$ cat config.mk
export PLATFORM = sky130hd
export DESIGN_NAME = compressed_texel_decoder_flat
export DESIGN_NICKNAME = d
export VERILOG_FILES = /design/src/rtl/ctd_pkg.sv /design/src/rtl/ctd_texel_if.sv /design/src/rtl/ctd_rgba_if.sv /design/src/rtl/ctd_cfg_if.sv /design/src/rtl/ctd_dxt_color.sv /design/src/rtl/ctd_format_mux.sv /design/src/rtl/compressed_texel_decoder.sv /design/src/flat_wrapper.sv
export SDC_FILE = /design/constraint.sdc
export NUM_CORES = 1
export LEC_CHECK = 0
export BUFFER_PORTS_ARGS = -buffer_cell sky130_fd_sc_hd__buf_4
export CAP_MARGIN = 20
export CORE_MARGIN = 3
export CORE_UTILIZATION = 49
export DETAILED_ROUTE_END_ITERATION = 7
export GPL_TIMING_DRIVEN = 0
export PLACE_DENSITY = 0.66
export SYNTH_ARGS = -nofsm -noshare
export SYNTH_HDL_FRONTEND = slang
export SYNTH_SLANG_ARGS = --single-unit
$ cat constraint.sdc
create_clock -name clk_i -period 16.65 [get_ports clk_i]
set_input_delay 0 -clock clk_i [delete_from_list [all_inputs] [get_ports clk_i]]
set_output_delay 0 -clock clk_i [all_outputs]
set_load 0.05 [all_outputs]
$ cat src/rtl/ctd_pkg.sv
// ----------------------------------------------------------------------------
// ctd_pkg: shared types and helpers for the compressed texel decoder
// Texture format codes, the RGBA result type and the fixed-point helpers
// that expand 565 endpoints and form the one-third and half-way interpolants.
// ----------------------------------------------------------------------------
package ctd_pkg;

  // Texture format register codes
  typedef enum logic [1:0] {
    FMT_BGRA8 = 2'd0,
    FMT_DXT1  = 2'd1,
    FMT_DXT3  = 2'd2,
    FMT_R565  = 2'd3
  } fmt_e;

  // One decoded texel
  typedef struct packed {
    logic [7:0] red;
    logic [7:0] green;
    logic [7:0] blue;
    logic [7:0] alpha;
  } rgba_t;

  // Reciprocal constants: floor(m / D) = (m * K) >> 20 for 31 and 63, >> 11 for 3, over the used range
  localparam logic [15:0] Recip31 = 16'd33826;
  localparam logic [15:0] Recip63 = 16'd16645;
  localparam logic [9:0]  Recip3  = 10'd683;

  // Expand a 5-bit channel as v*255/31, truncated
  function automatic logic [7:0] expand5(input logic [4:0] v);
    logic [12:0] m;
    logic [28:0] p;
    m = {v, 8'b0} - {8'b0, v};
    p = {16'b0, m} * {13'b0, Recip31};
    return p[27:20];
  endfunction

  // Expand a 6-bit channel as v*255/63, truncated
  function automatic logic [7:0] expand6(input logic [5:0] v);
    logic [13:0] m;
    logic [29:0] p;
    m = {v, 8'b0} - {8'b0, v};
    p = {16'b0, m} * {14'b0, Recip63};
    return p[27:20];
  endfunction

  // (2p + q + 1) / 3; the sum stays below 768
  function automatic logic [7:0] third_near(input logic [7:0] p, input logic [7:0] q);
    logic [9:0]  s;
    logic [20:0] m;
    s = {1'b0, p, 1'b0} + {2'b0, q} + 10'd1;
    m = {11'b0, s} * {11'b0, Recip3};
    return m[18:11];
  endfunction

  // (p + q + 1) / 2
  function automatic logic [7:0] half_of(input logic [7:0] p, input logic [7:0] q);
    logic [8:0] s;
    s = {1'b0, p} + {1'b0, q} + 9'd1;
    return s[8:1];
  endfunction

endpackage

$ cat src/rtl/ctd_texel_if.sv
// ----------------------------------------------------------------------------
// ctd_texel_if: texel request channel
// Carries the fetched source bits and the texel position in its 4x4 block.
// ----------------------------------------------------------------------------
interface ctd_texel_if;
  logic        valid;
  logic        ready;
  logic [63:0] color_block;
  logic [63:0] alpha_block;
  logic [1:0]  texel_col;
  logic [1:0]  texel_row;

  modport source (output valid, color_block, alpha_block, texel_col, texel_row,
                  input ready);
  modport sink   (input valid, color_block, alpha_block, texel_col, texel_row,
                  output ready);
endinterface

$ cat src/rtl/ctd_rgba_if.sv
// ----------------------------------------------------------------------------
// ctd_rgba_if: decoded texel channel
// Carries one RGBA8 texel per request.
// ----------------------------------------------------------------------------
interface ctd_rgba_if;
  logic       valid;
  logic       ready;
  logic [7:0] red;
  logic [7:0] green;
  logic [7:0] blue;
  logic [7:0] alpha;

  modport source (output valid, red, green, blue, alpha, input ready);
  modport sink   (input valid, red, green, blue, alpha, output ready);
endinterface

$ cat src/rtl/ctd_cfg_if.sv
// ----------------------------------------------------------------------------
// ctd_cfg_if: configuration write channel
// Carries a new texture format value.
// ----------------------------------------------------------------------------
interface ctd_cfg_if;
  logic       valid;
  logic       ready;
  logic [1:0] texture_format;

  modport source (output valid, texture_format, input ready);
  modport sink   (input valid, texture_format, output ready);
endinterface

$ cat src/rtl/ctd_dxt_color.sv
// ----------------------------------------------------------------------------
// ctd_dxt_color: DXT color block decode
// Expands the two 565 endpoints, picks the texel's 2-bit index and forms
// the endpoint, interpolant or transparent black color.
// ----------------------------------------------------------------------------
module ctd_dxt_color (
  input  logic [63:0]   color_block_i,
  input  logic [3:0]    texel_idx_i,
  input  logic          four_only_i,
  output ctd_pkg::rgba_t rgba_o
);
  import ctd_pkg::*;

  logic [15:0] c0, c1;
  logic [31:0] idx_bits;
  logic [1:0]  sel;
  logic        three;
  logic [7:0]  r0, g0, b0, r1, g1, b1;

  assign c0       = color_block_i[15:0];
  assign c1       = color_block_i[31:16];
  assign idx_bits = color_block_i[63:32];
  assign sel      = idx_bits[{texel_idx_i, 1'b0} +: 2];
  assign three    = !four_only_i && (c0 <= c1);

  // Expand both endpoints
  assign r0 = expand5(c0[15:11]);
  assign g0 = expand6(c0[10:5]);
  assign b0 = expand5(c0[4:0]);
  assign r1 = expand5(c1[15:11]);
  assign g1 = expand6(c1[10:5]);
  assign b1 = expand5(c1[4:0]);

  // Select the palette entry
  always_comb begin
    rgba_o.alpha = 8'd255;
    case (sel)
      2'd0: begin
        rgba_o.red   = r0;
        rgba_o.green = g0;
        rgba_o.blue  = b0;
      end
      2'd1: begin
        rgba_o.red   = r1;
        rgba_o.green = g1;
        rgba_o.blue  = b1;
      end
      2'd2: begin
        if (three) begin
          rgba_o.red   = half_of(r0, r1);
          rgba_o.green = half_of(g0, g1);
          rgba_o.blue  = half_of(b0, b1);
        end else begin
          rgba_o.red   = third_near(r0, r1);
          rgba_o.green = third_near(g0, g1);
          rgba_o.blue  = third_near(b0, b1);
        end
      end
      default: begin
        if (three) begin
          rgba_o.red   = 8'd0;
          rgba_o.green = 8'd0;
          rgba_o.blue  = 8'd0;
          rgba_o.alpha = 8'd0;
        end else begin
          rgba_o.red   = third_near(r1, r0);
          rgba_o.green = third_near(g1, g0);
          rgba_o.blue  = third_near(b1, b0);
        end
      end
    endcase
  end

endmodule

$ cat src/rtl/ctd_format_mux.sv
// ----------------------------------------------------------------------------
// ctd_format_mux: per-format texel decode
// Decodes one registered request into RGBA8 for the selected format.
// ----------------------------------------------------------------------------
module ctd_format_mux (
  input  ctd_pkg::fmt_e  fmt_i,
  input  logic [63:0]    color_block_i,
  input  logic [63:0]    alpha_block_i,
  input  logic [1:0]     texel_col_i,
  input  logic [1:0]     texel_row_i,
  output ctd_pkg::rgba_t rgba_o
);
  import ctd_pkg::*;

  logic [3:0] texel_idx;
  logic [3:0] alpha4;
  rgba_t      dxt_rgba;

  assign texel_idx = {texel_row_i, texel_col_i};
  assign alpha4    = alpha_block_i[{texel_idx, 2'b0} +: 4];

  ctd_dxt_color u_dxt (
    .color_block_i (color_block_i),
    .texel_idx_i   (texel_idx),
    .four_only_i   (fmt_i == FMT_DXT3),
    .rgba_o        (dxt_rgba)
  );

  // Pick the decode path for the format
  always_comb begin
    case (fmt_i)
      FMT_BGRA8: begin
        rgba_o.red   = color_block_i[23:16];
        rgba_o.green = color_block_i[15:8];
        rgba_o.blue  = color_block_i[7:0];
        rgba_o.alpha = color_block_i[31:24];
      end
      FMT_DXT1: begin
        rgba_o = dxt_rgba;
      end
      FMT_DXT3: begin
        rgba_o       = dxt_rgba;
        rgba_o.alpha = {alpha4, alpha4};
      end
      default: begin
        rgba_o.red   = expand5(color_block_i[15:11]);
        rgba_o.green = expand6(color_block_i[10:5]);
        rgba_o.blue  = expand5(color_block_i[4:0]);
        rgba_o.alpha = 8'd255;
      end
    endcase
  end

endmodule

$ cat src/rtl/compressed_texel_decoder.sv
// ----------------------------------------------------------------------------
// compressed_texel_decoder: DXT1 / DXT3 / BGRA8 / R5G6B5 texel decoder
// Turns one fetched texel request into an RGBA8 texel.
// ----------------------------------------------------------------------------
// Each request is captured in an input register, decoded by the format
// logic and held in a result register, which drives the result channel;
// a texel thus passes the input register and then the result register.
// A new request is taken every cycle while the result side keeps
// draining. A stalled result holds the result register; once the input
// register is full as well, the request side backs up. The texture
// format register accepts a write every cycle and must only change while
// no request is in flight.
module compressed_texel_decoder (
  input  logic    clk_i,
  input  logic    rst_ni,
  ctd_cfg_if.sink    cfg_i,
  ctd_texel_if.sink  texel_i,
  ctd_rgba_if.source rgba_o
);
  import ctd_pkg::*;

  fmt_e        fmt_q;
  logic        in_valid_q;
  logic [63:0] color_block_q;
  logic [63:0] alpha_block_q;
  logic [1:0]  texel_col_q;
  logic [1:0]  texel_row_q;
  logic        out_valid_q;
  rgba_t       out_q;
  rgba_t       rgba_d;
  logic        out_advance;
  logic        in_advance;

  // Format register
  assign cfg_i.ready = 1'b1;
  always_ff @(posedge clk_i or negedge rst_ni) begin
    if (!rst_ni) begin
      fmt_q <= FMT_BGRA8;
    end else if (cfg_i.valid) begin
      fmt_q <= fmt_e'(cfg_i.texture_format);
    end
  end

  // Flow control: advance when the next stage is free or draining
  assign out_advance   = !out_valid_q || rgba_o.ready;
  assign in_advance    = !in_valid_q || out_advance;
  assign texel_i.ready = in_advance;

  // Input register
  always_ff @(posedge clk_i or negedge rst_ni) begin
    if (!rst_ni) begin
      in_valid_q <= 1'b0;
    end else if (in_advance) begin
      in_valid_q <= texel_i.valid;
    end
  end

  always_ff @(posedge clk_i) begin
    if (in_advance && texel_i.valid) begin
      color_block_q <= texel_i.color_block;
      alpha_block_q <= texel_i.alpha_block;
      texel_col_q   <= texel_i.texel_col;
      texel_row_q   <= texel_i.texel_row;
    end
  end

  // Decode
  ctd_format_mux u_mux (
    .fmt_i         (fmt_q),
    .color_block_i (color_block_q),
    .alpha_block_i (alpha_block_q),
    .texel_col_i   (texel_col_q),
    .texel_row_i   (texel_row_q),
    .rgba_o        (rgba_d)
  );

  // Result register
  always_ff @(posedge clk_i or negedge rst_ni) begin
    if (!rst_ni) begin
      out_valid_q <= 1'b0;
    end else if (out_advance) begin
      out_valid_q <= in_valid_q;
    end
  end

  always_ff @(posedge clk_i) begin
    if (out_advance && in_valid_q) begin
      out_q <= rgba_d;
    end
  end

  assign rgba_o.valid = out_valid_q;
  assign rgba_o.red   = out_q.red;
  assign rgba_o.green = out_q.green;
  assign rgba_o.blue  = out_q.blue;
  assign rgba_o.alpha = out_q.alpha;

endmodule
$ cat src/flat_wrapper.sv
// flat-port wrapper written by rule: the top's interface ports become plain ports
module compressed_texel_decoder_flat import ctd_pkg::*;
  (clk_i, rst_ni, cfg_i_valid, cfg_i_texture_format, cfg_i_ready, texel_i_valid, texel_i_color_block, texel_i_alpha_block, texel_i_texel_col, texel_i_texel_row, texel_i_ready, rgba_o_valid, rgba_o_red, rgba_o_green, rgba_o_blue, rgba_o_alpha, rgba_o_ready);
  ctd_cfg_if cfg_i_i ();
  ctd_texel_if texel_i_i ();
  ctd_rgba_if rgba_o_i ();
  input  logic clk_i;
  input  logic rst_ni;
  input wire logic [$bits(cfg_i_i.valid)-1:0] cfg_i_valid;
  input wire logic [$bits(cfg_i_i.texture_format)-1:0] cfg_i_texture_format;
  output wire logic [$bits(cfg_i_i.ready)-1:0] cfg_i_ready;
  input wire logic [$bits(texel_i_i.valid)-1:0] texel_i_valid;
  input wire logic [$bits(texel_i_i.color_block)-1:0] texel_i_color_block;
  input wire logic [$bits(texel_i_i.alpha_block)-1:0] texel_i_alpha_block;
  input wire logic [$bits(texel_i_i.texel_col)-1:0] texel_i_texel_col;
  input wire logic [$bits(texel_i_i.texel_row)-1:0] texel_i_texel_row;
  output wire logic [$bits(texel_i_i.ready)-1:0] texel_i_ready;
  output wire logic [$bits(rgba_o_i.valid)-1:0] rgba_o_valid;
  output wire logic [$bits(rgba_o_i.red)-1:0] rgba_o_red;
  output wire logic [$bits(rgba_o_i.green)-1:0] rgba_o_green;
  output wire logic [$bits(rgba_o_i.blue)-1:0] rgba_o_blue;
  output wire logic [$bits(rgba_o_i.alpha)-1:0] rgba_o_alpha;
  input wire logic [$bits(rgba_o_i.ready)-1:0] rgba_o_ready;
  assign cfg_i_i.valid = cfg_i_valid;
  assign cfg_i_i.texture_format = cfg_i_texture_format;
  assign cfg_i_ready = cfg_i_i.ready;
  assign texel_i_i.valid = texel_i_valid;
  assign texel_i_i.color_block = texel_i_color_block;
  assign texel_i_i.alpha_block = texel_i_alpha_block;
  assign texel_i_i.texel_col = texel_i_texel_col;
  assign texel_i_i.texel_row = texel_i_texel_row;
  assign texel_i_ready = texel_i_i.ready;
  assign rgba_o_valid = rgba_o_i.valid;
  assign rgba_o_red = rgba_o_i.red;
  assign rgba_o_green = rgba_o_i.green;
  assign rgba_o_blue = rgba_o_i.blue;
  assign rgba_o_alpha = rgba_o_i.alpha;
  assign rgba_o_i.ready = rgba_o_ready;
  compressed_texel_decoder u_core (.clk_i(clk_i), .rst_ni(rst_ni), .cfg_i(cfg_i_i), .texel_i(texel_i_i), .rgba_o(rgba_o_i));
endmodule
# Word level (Yosys, flattened, before mapping)
# Index checks and enable logic that the tools add are counted.
# classes
add_sub_neg	24
mul	12
order_cmp	1
n_eq_ne	4
shifts	2
muxes	6
n_reduce_logical	11
# op_table
cell	n
$mul 10x10->19 const B	6
$mul 13x15->27 const B	4
$pmux 32 s3	1
$pmux 24 s3	1
$shiftx 64x7->4	1
$add 10x1->10 const B	6
$add 9x8->10	6
$mul 14x15->28 const B	2
$sub 13x5->13	4
$mux 24	2
$shiftx 32x6->2	1
$sub 14x6->14	2
$add 8x8->9	3
$add 9x1->9 const B	3
$le 16x16->1	1
$mux 8	2
$eq 2x1->1 const B	2
$eq 2x2->1 const B	2
$logic_not 2->1	2
$logic_and 1x1->1	3
$logic_not 1->1	3
$reduce_or 3->1	1
$logic_or 1x1->1	2
# totals
regBits	168
input_bits	139
output_inout_bits	35
elab_cells	71

# Depth between registers and ports, before layout
# Gate-level depths: netlist of the first run.
# logic_depth
depth_word	8
depth_mapped	53
ltp_nobuf	53

# Hierarchy
# A second synthesis of the first run with hierarchy kept.
# unflattened
cells_unflattened	3479
area_unflattened_um2	34486.8
# modules_own_cells
module	instances	cells_each	area_per_inst_um2	seq_area_each_um2
ctd_dxt_color	1	2587	23178.5	0.0
ctd_format_mux	1	714	6195.9	0.0
compressed_texel_decoder	1	178	5112.4	5024.8

# Least setup slack after synthesis of the first run
# OpenSTA, ideal clock, no wires.
# synth_path
path_kind	flip-flop to flip-flop
start	register u_core.color_block_q[5]
end	register u_core.out_q, in the netlist u_core.rgba_o.green[7] (data pin)
setup_ps	273
arrival_time_ps	11358
t_required_ps	16377
slack_ps	5019
stages_incl_launch_ff	51
period_less_slack_ps	11631
path_cell_list	edfxtp_1 -> inv_1 -> ha_1 -> or2b_2 -> nor2_1 -> mux2i_1 -> inv_1 -> ha_1 -> xnor2_1 -> ha_1 -> inv_1 -> fa_1 -> inv_1 -> ha_1 -> ha_1 -> ha_1 -> nand4_1 -> a2111oi_1 -> (+15 left out) -> inv_1 -> fa_1 -> inv_1 -> fa_1 -> inv_1 -> ha_1 -> a21oi_1 -> o21ai_0 -> o211ai_1 -> nand3b_1 -> o31ai_1 -> o21ai_0 -> o31ai_1 -> xnor2_1 -> or3_1 -> mux2i_1 -> a211o_1 -> o311ai_1
# synth_lines
element	line_no	rtl
start, declared	compressed_texel_decoder.sv:24	logic [63:0] color_block_q;
start signal, assigned	compressed_texel_decoder.sv:60	color_block_q <= texel_i.color_block;
end signal, assigned	compressed_texel_decoder.sv:88	out_q <= rgba_d;
end, declared	compressed_texel_decoder.sv:29	rgba_t out_q;

==> results of run 1 <==
==> layout by cell type (no fill, tap or decap), drive strengths merged, types with 11 or more instances in the layout <==
master	netlist	final
nor2	140	140
and3	18	18
a21oi	136	136
fa	179	179
mux2i	17	17
xor2	43	43
and2	18	18
o21bai	12	12
or2	11	11
nor2b	31	31
xnor2	144	144
o21a	30	30
a22oi	12	12
nor3	47	47
a31oi	15	15
o31ai	11	11
o211ai	15	15
inv	432	441
nand2b	33	33
nand4	22	22
a211oi	19	19
or3	13	13
mux4	30	30
nand3	40	40
a221oi	11	11
clkbuf	32	49
ha	815	815
buf	9	184
dlygate4sd3	0	140
a31o	12	12
nand2	94	94
a21o	62	62
o21ai	97	97
edfxtp	164	164
==> kinds of logic (layout without fill, tap and decap cells) <==
family,after synthesis,in the layout,share of synthesized area
AOI/OAI and AO/OA,520,520,0.120
xor gates and xnor gates,187,187,0.0573
adders and majority gates,1000,1000,0.472
buffers and inverters,473,820,0.0611
DFF,168,168,0.171
muxes,51,51,0.0304
other,1,1,0.000128
and+or+nand+nor,504,504,0.0870
==> state kept, by name (all words and copies together), names as in the netlist <==
signal                cells
u_core.alpha_block_q     64
u_core.color_block_q     64
u_core.fmt_q              2
u_core.in_valid_q         1
u_core.rgba_o.alpha       8
u_core.rgba_o.blue        8
u_core.rgba_o.green       8
u_core.rgba_o.red         8
u_core.rgba_o.valid       1
u_core.texel_col_q        2
u_core.texel_row_q        2
==> per-layer routing <==
layer	up-vias	share of wire	routed length [um]
li1	11100	-	-
met2	676	0.47	36300
met5	-	0	0
met4	0	0.032	2470
met3	148	0.061	4700
met1	11000	0.43	33400
==> worst max path at each step <==
stage,end,cells past startpoint,startpoint
global route,u_core.rgba_o.green[6],49,u_core.color_block_q[5]
floorplan,u_core.rgba_o.green[7],50,u_core.color_block_q[5]
detailed placement,u_core.rgba_o.green[7],50,u_core.color_block_q[5]
finish,u_core.rgba_o.green[7],50,u_core.color_block_q[5]
global placement,u_core.rgba_o.green[7],50,u_core.color_block_q[5]
CTS,u_core.rgba_o.green[7],50,u_core.color_block_q[5]
==> stage by stage <==
step | cell area (sq um) | util | hold slack, ns
after floorplan | 29300 | - | -0.296
after global placement | 31600 | 0.534 | -0.198
after detailed placement | 31600 | 0.535 | -0.194
after CTS | 33600 | 0.569 | 0.215
after global routing | 33700 | 0.569 | 0.239
final | 33700 | 0.569 | 0.242
==> what timing repair did <==
action                    in CTS  in global routing
hold endpoints to repair     140                  0
buffers inserted               0                  0
gates resized for setup        0                  0
hold buffers                 140                  0
==> area by class of cell <==
type                    count  share of cell area
well taps                 773              0.0287
inverters                 432              0.0482
flip-flops and latches    168               0.149
clock buffers              17              0.0126
clock inverters            15             0.00584
plain buffers              41             0.00502
multi-input cells        2263               0.668
repair buffers            315              0.0819
==> flow_metrics.tcl, run 1 <==
set metrics [dict create \
    hold_violations 0 \
    cts_buffers 17 \
    ios 174 \
    timing.final.crit_share 0.836 \
    start_kind "flip-flop" \
    synth_commonest_cells "ha_1, inv_1, fa_1" \
    reg2reg_depth 50 \
    overflow 0 \
    synth_top_area_cell "ha_1" \
    synth.most_common_cell "ha_1" \
    h-tree-depth 4 \
    critPathKind "flip-flop to flip-flop" \
    yosysSeqAreaShare 0.171 \
    min_path_cells 2 \
    synth_edf_count 164 \
    period_minus_slack_ns 13.91 \
    regArea_sq_um 5020 \
    timing.rr.end "u_core.rgba_o.green[7]" \
    vias 22900 \
    place_hpwl_mm 63.4 \
    cp-end-kind "flip-flop" \
    tightestPinTransition_ns 1.12 \
    clk_pin_slew_ns 0.08 \
    use_met2 0.428 \
    synthCells 2904 \
    cts_tree "yes" \
    routed_wl_mm 76.8 \
    yosys_warnings 0 \
    grt_use_met3 0.0424 \
    fmax_ghz 0.0719 \
    finalMaxSlewViolations 0 \
    drt-initial-drc-count 1370 \
    netlist.area_leader.share 0.348 \
    synth_nets 4037 \
    synth.distinct_cells 92 \
    drt_drc_violations_left 0 \
    run_status "complete, no violations" \
    antenna_found_initial 0 \
    multiInputGateArea_sq_um 22500 \
    finalSetupTns_ns 0 \
    nets 4371 \
    port_buffers 172 \
    firstDrtPassIters 6 \
    dp_cells 3851 \
    clockBufferDepth 2 \
    hold_path_class "input port to flip-flop" \
    whs_endpoint "u_core.alpha_block_q[0]" \
    r2r_start "u_core.color_block_q[5]" \
    grt_max_degree 60 \
    ys_ff_latch 168 \
    arrival_ns 14.09 \
    grt_pass1_vias 24400 \
    final_cells 4024 \
    avgSynthCellArea_sq_um 10.1 \
    coreArea_sq_um 59100 \
    clk_latency_ns 0.46 \
    grt_pass1_wl_mm 126 \
    min_from "texel_i_alpha_block[0]" \
    synth_ff_type "edfxtp_1" \
    setup_violations 0 \
    start_util 0.496 \
    fillCellCount 4978 \
    rrSetupSlack_ns 2.74 \
    grt_most_used_layer "met2" \
    rows 89 \
    gp_congestion 0.934 \
    die_area_sq_um 62800 \
    setup_slack_ns 2.74 \
    crit_required_ns 16.83 \
    die_h_um 251 \
    worstPathMaxFanout 7 \
    clock-sinks 168 \
    finalClockSkew_ns 0.0214 \
    max_cap_viol_count 0 \
    critical-path-slowest-cell "nor2_1" \
    rsz0062_at_grt "false" \
    grtUsageMet1 0.321 \
    root_buffer "clkbuf_16" \
    synthTopCellsByArea "ha_1, edfxtp_1, fa_1, inv_1, xnor2_1" \
    drive_gt1_frac 0.0917 \
    die-width_um 251 \
    slew-limit-headroom 0.250 \
    critPathMaxStageDelay_ns 0.64 \
    ys_async_sr_fraction 0.0238 \
    drtAntennaViolNets 0 \
    drt-wirelength-per-cell_um 19.1 \
    mappedNetlistArea_sq_um 29300 \
    via_per_inst 5.70 \
    gr-usage-all-layers 0.250 \
    diodes 0 \
    area_delta_synth_final_pct 14.8 \
    post-place-ws_ns 2.79 \
    cp_top_family "adder cells" \
    crit_top_cell "ha_1" \
    path_buf_inv 8 \
]
Power of run 1 is left out: the tool's default activity adds up to more than one toggle a clock period on the data nets, which glitch-free logic cannot reach.
==> inputs of run 2 (changes only) <==
--- a/config.mk
+++ b/config.mk
@@ -5,13 +5,14 @@
 export SDC_FILE = /design/constraint.sdc
 export NUM_CORES = 1
 export LEC_CHECK = 0
+export ABC_AREA = 1
 export BUFFER_PORTS_ARGS = -buffer_cell sky130_fd_sc_hd__buf_4
 export CAP_MARGIN = 20
 export CORE_MARGIN = 3
 export CORE_UTILIZATION = 49
 export DETAILED_ROUTE_END_ITERATION = 7
 export GPL_TIMING_DRIVEN = 0
-export PLACE_DENSITY = 0.66
+export PLACE_DENSITY = 0.69
 export SYNTH_ARGS = -nofsm -noshare
 export SYNTH_HDL_FRONTEND = slang
 export SYNTH_SLANG_ARGS = --single-unit
==> constraint.sdc (replaced) <==
create_clock -name clk_i -period 11.4 [get_ports clk_i]
set_input_delay 0 -clock clk_i [delete_from_list [all_inputs] [get_ports clk_i]]
set_output_delay 0 -clock clk_i [all_outputs]
set_load 0.05 [all_outputs]
==> flow_metrics.tcl, run 2 <==
set metrics [dict create \
    synth.distinct_cells 52 \
    synth_nets 4863 \
    grtUsageMet1 0.330 \
    overflow 0 \
    grt_pass1_vias 26700 \
    coreArea_sq_um 62100 \
    crit_top_cell "inv_1" \
    synth.most_common_cell "ha_1" \
    via_per_inst 5.34 \
    grt_max_degree 71 \
    r2r_start "u_core.color_block_q[21]" \
    fillCellCount 5365 \
    critical-path-slowest-cell "fa_1" \
    firstDrtPassIters 6 \
    timing.rr.end "u_core.rgba_o.green[6]" \
    place_hpwl_mm 69.4 \
    synth_compound_area_frac 0.0993 \
    rows 91 \
    mostFrequentLayoutCells "ha_1, inv_1, nand2_1" \
    use_met2 0.444 \
    synth_edf_count 164 \
    ys_ff_latch 168 \
    arrival_ns 11.07 \
    vias 26500 \
    reg_top3 "u_core.alpha_block_q: 64 flops, u_core.color_block_q: 64 flops" \
    final_common_cell "ha_1" \
    synthTopCellsByArea "ha_1, edfxtp_1, fa_1, inv_1, nand2_1" \
    grt_use_met3 0.0367 \
    netlist.area_leader.share 0.330 \
    final_cells 4963 \
    timing.final.crit_share 0.951 \
    hold_violations 0 \
    utilization 0.585 \
    dp_cells 4742 \
    antenna_found_initial 0 \
    drive_gt1_frac 0.102 \
    hold_path_class "input port to flip-flop" \
    rrSetupSlack_ns 0.55 \
    synth_top_family_by_area "adder cells" \
    die_area_sq_um 66200 \
    reg2reg_depth 57 \
    ios 174 \
    port_buffers 172 \
    synth_fa_ha_area_frac 0.446 \
    synthCells 3730 \
    grt_most_used_layer "met2" \
    area_delta_synth_final_pct 17.3 \
    ys_async_sr_fraction 0.0238 \
    die_h_um 257 \
    setup_slack_ns 0.554 \
    nets 5246 \
    critPathMaxStageDelay_ns 0.54 \
    finalSetupTns_ns 0 \
    critPathKind "flip-flop to flip-flop" \
    finalClockSkew_ns 0.0184 \
    yosys_warnings 0 \
    clk_latency_ns 0.47 \
    cts_tree "yes" \
    grt_pass1_wl_mm 136 \
    root_buffer "clkbuf_16" \
    synth_xor_area_frac 0.0444 \
    synthSimpleGateAreaFrac 0.159 \
    crit_required_ns 11.62 \
    synth_top_area_cell "ha_1" \
    mappedNetlistArea_sq_um 30900 \
    period_minus_slack_ns 10.85 \
    post-place-ws_ns -1.27 \
    start_util 0.498 \
    tightestPinTransition_ns 0.932 \
    drt_drc_violations_left 0 \
    run_status "complete, no violations" \
    gp_congestion 0.946 \
    die-width_um 257 \
    clk_pin_slew_ns 0.09 \
    cts_buffers 17 \
    worstPathMaxFanout 6 \
    synth.area.mux_share 0 \
    clock-sinks 168 \
    fmax_ghz 0.0922 \
    max_cap_viol_count 0 \
    clockBufferDepth 2 \
    min_from "texel_i_color_block[4]" \
    slew-limit-headroom 0.377 \
    yosysSeqAreaShare 0.162 \
    drt-initial-drc-count 1514 \
    finalMaxSlewViolations 0 \
    setup_violations 0 \
    h-tree-depth 4 \
    start_kind "flip-flop" \
    whs_endpoint "u_core.color_block_q[4]" \
    cp-end-kind "flip-flop" \
    routed_wl_mm 85.0 \
    gr-usage-all-layers 0.256 \
    avgSynthCellArea_sq_um 8.29 \
    diodes 0 \
    synth_commonest_cells "ha_1, inv_1, nand2_1" \
    drtAntennaViolNets 0 \
    drt-wirelength-per-cell_um 17.1 \
    synth_ff_type "edfxtp_1" \
    min_path_cells 2 \
]
[run 2: changes by cell type after synthesis, moves of 33 or more]
cell,change
a21oi_1,+60
nand2b_1,-33
nor2_1,+93
xor2_1,+50
nand3_1,+111
inv_1,+257
xnor2_1,-80
a21o_1,-40
nand2_1,+552
o21ai_0,+69
[run 2: worst max path at each step]
stage | startpoint | end | slack, ns
after floorplan | u_core.color_block_q[21] | u_core.rgba_o.green[7] | 1.10
after global placement | u_core.color_block_q[21] | u_core.rgba_o.green[2] | -1.17
after detailed placement | u_core.color_block_q[21] | u_core.rgba_o.green[7] | -1.27
after CTS | u_core.color_block_q[11] | u_core.rgba_o.red[7] | 0.001
after global routing | u_core.color_block_q[17] | u_core.rgba_o.blue[6] | -0.12
final | u_core.color_block_q[21] | u_core.rgba_o.green[6] | 0.55
[run 2: cell families after synthesis]
logic type,count (synthesis)
other,1
AOI/OAI and AO/OA,524
xor gates and xnor gates,155
and+or+nand+nor,1162
buffers and inverters,726
DFF,168
adders and majority gates,994
[run 2: routing by layer]
metal  up-vias  part of all wire
met5         -                 0
met3       147             0.060
met2       770              0.47
met4         0             0.031
met1     12300              0.44
li1      13300                 -
[run 2: layout make-up]
| cell class | instances | area [sq um] | area share |
|---|---|---|---|
| sequential | 168 | 5020 | 0.139 |
| buffer | 33 | 140 | 0.00386 |
| multi-input combinational | 2836 | 23700 | 0.654 |
| clock inverter | 15 | 194 | 0.00535 |
| inverter | 693 | 2620 | 0.0723 |
| clock buffer | 17 | 425 | 0.0117 |
| tap | 837 | 1050 | 0.0289 |
| timing repair buffer | 364 | 3110 | 0.0858 |
[run 2: worst max-delay path, delay by kind of cell (launching register included)]
| kind | cells | cell delay (ns) |
|---|---|---|
| compound gates | 9 | 1.58 |
| buf+inv | 11 | 0.91 |
| flops | 1 | 0.48 |
| fa+ha+maj | 14 | 4.87 |
| simple gates | 20 | 2.17 |
| xor+xnor | 3 | 0.58 |
[run 2: stage by stage]
step	cell area, sq um	hold WS [ns]
after floorplan	30900	-0.296
after global placement	33300	-0.183
after detailed placement	33300	-0.184
after CTS	35500	0.235
after global routing	36300	0.244
final	36300	0.250
[run 2: timing repair]
| action | in CTS | in global routing |
|---|---|---|
| setup endpoints to repair | 15 | 24 |
| endpoints found under the hold margin | 140 | 0 |
| hold buffers | 139 | 0 |
| setup buffers | 2 | 48 |
| pin swaps | 1 | 14 |
| resized for setup | 17 | 89 |
Power of run 2 is left out for the same reason.
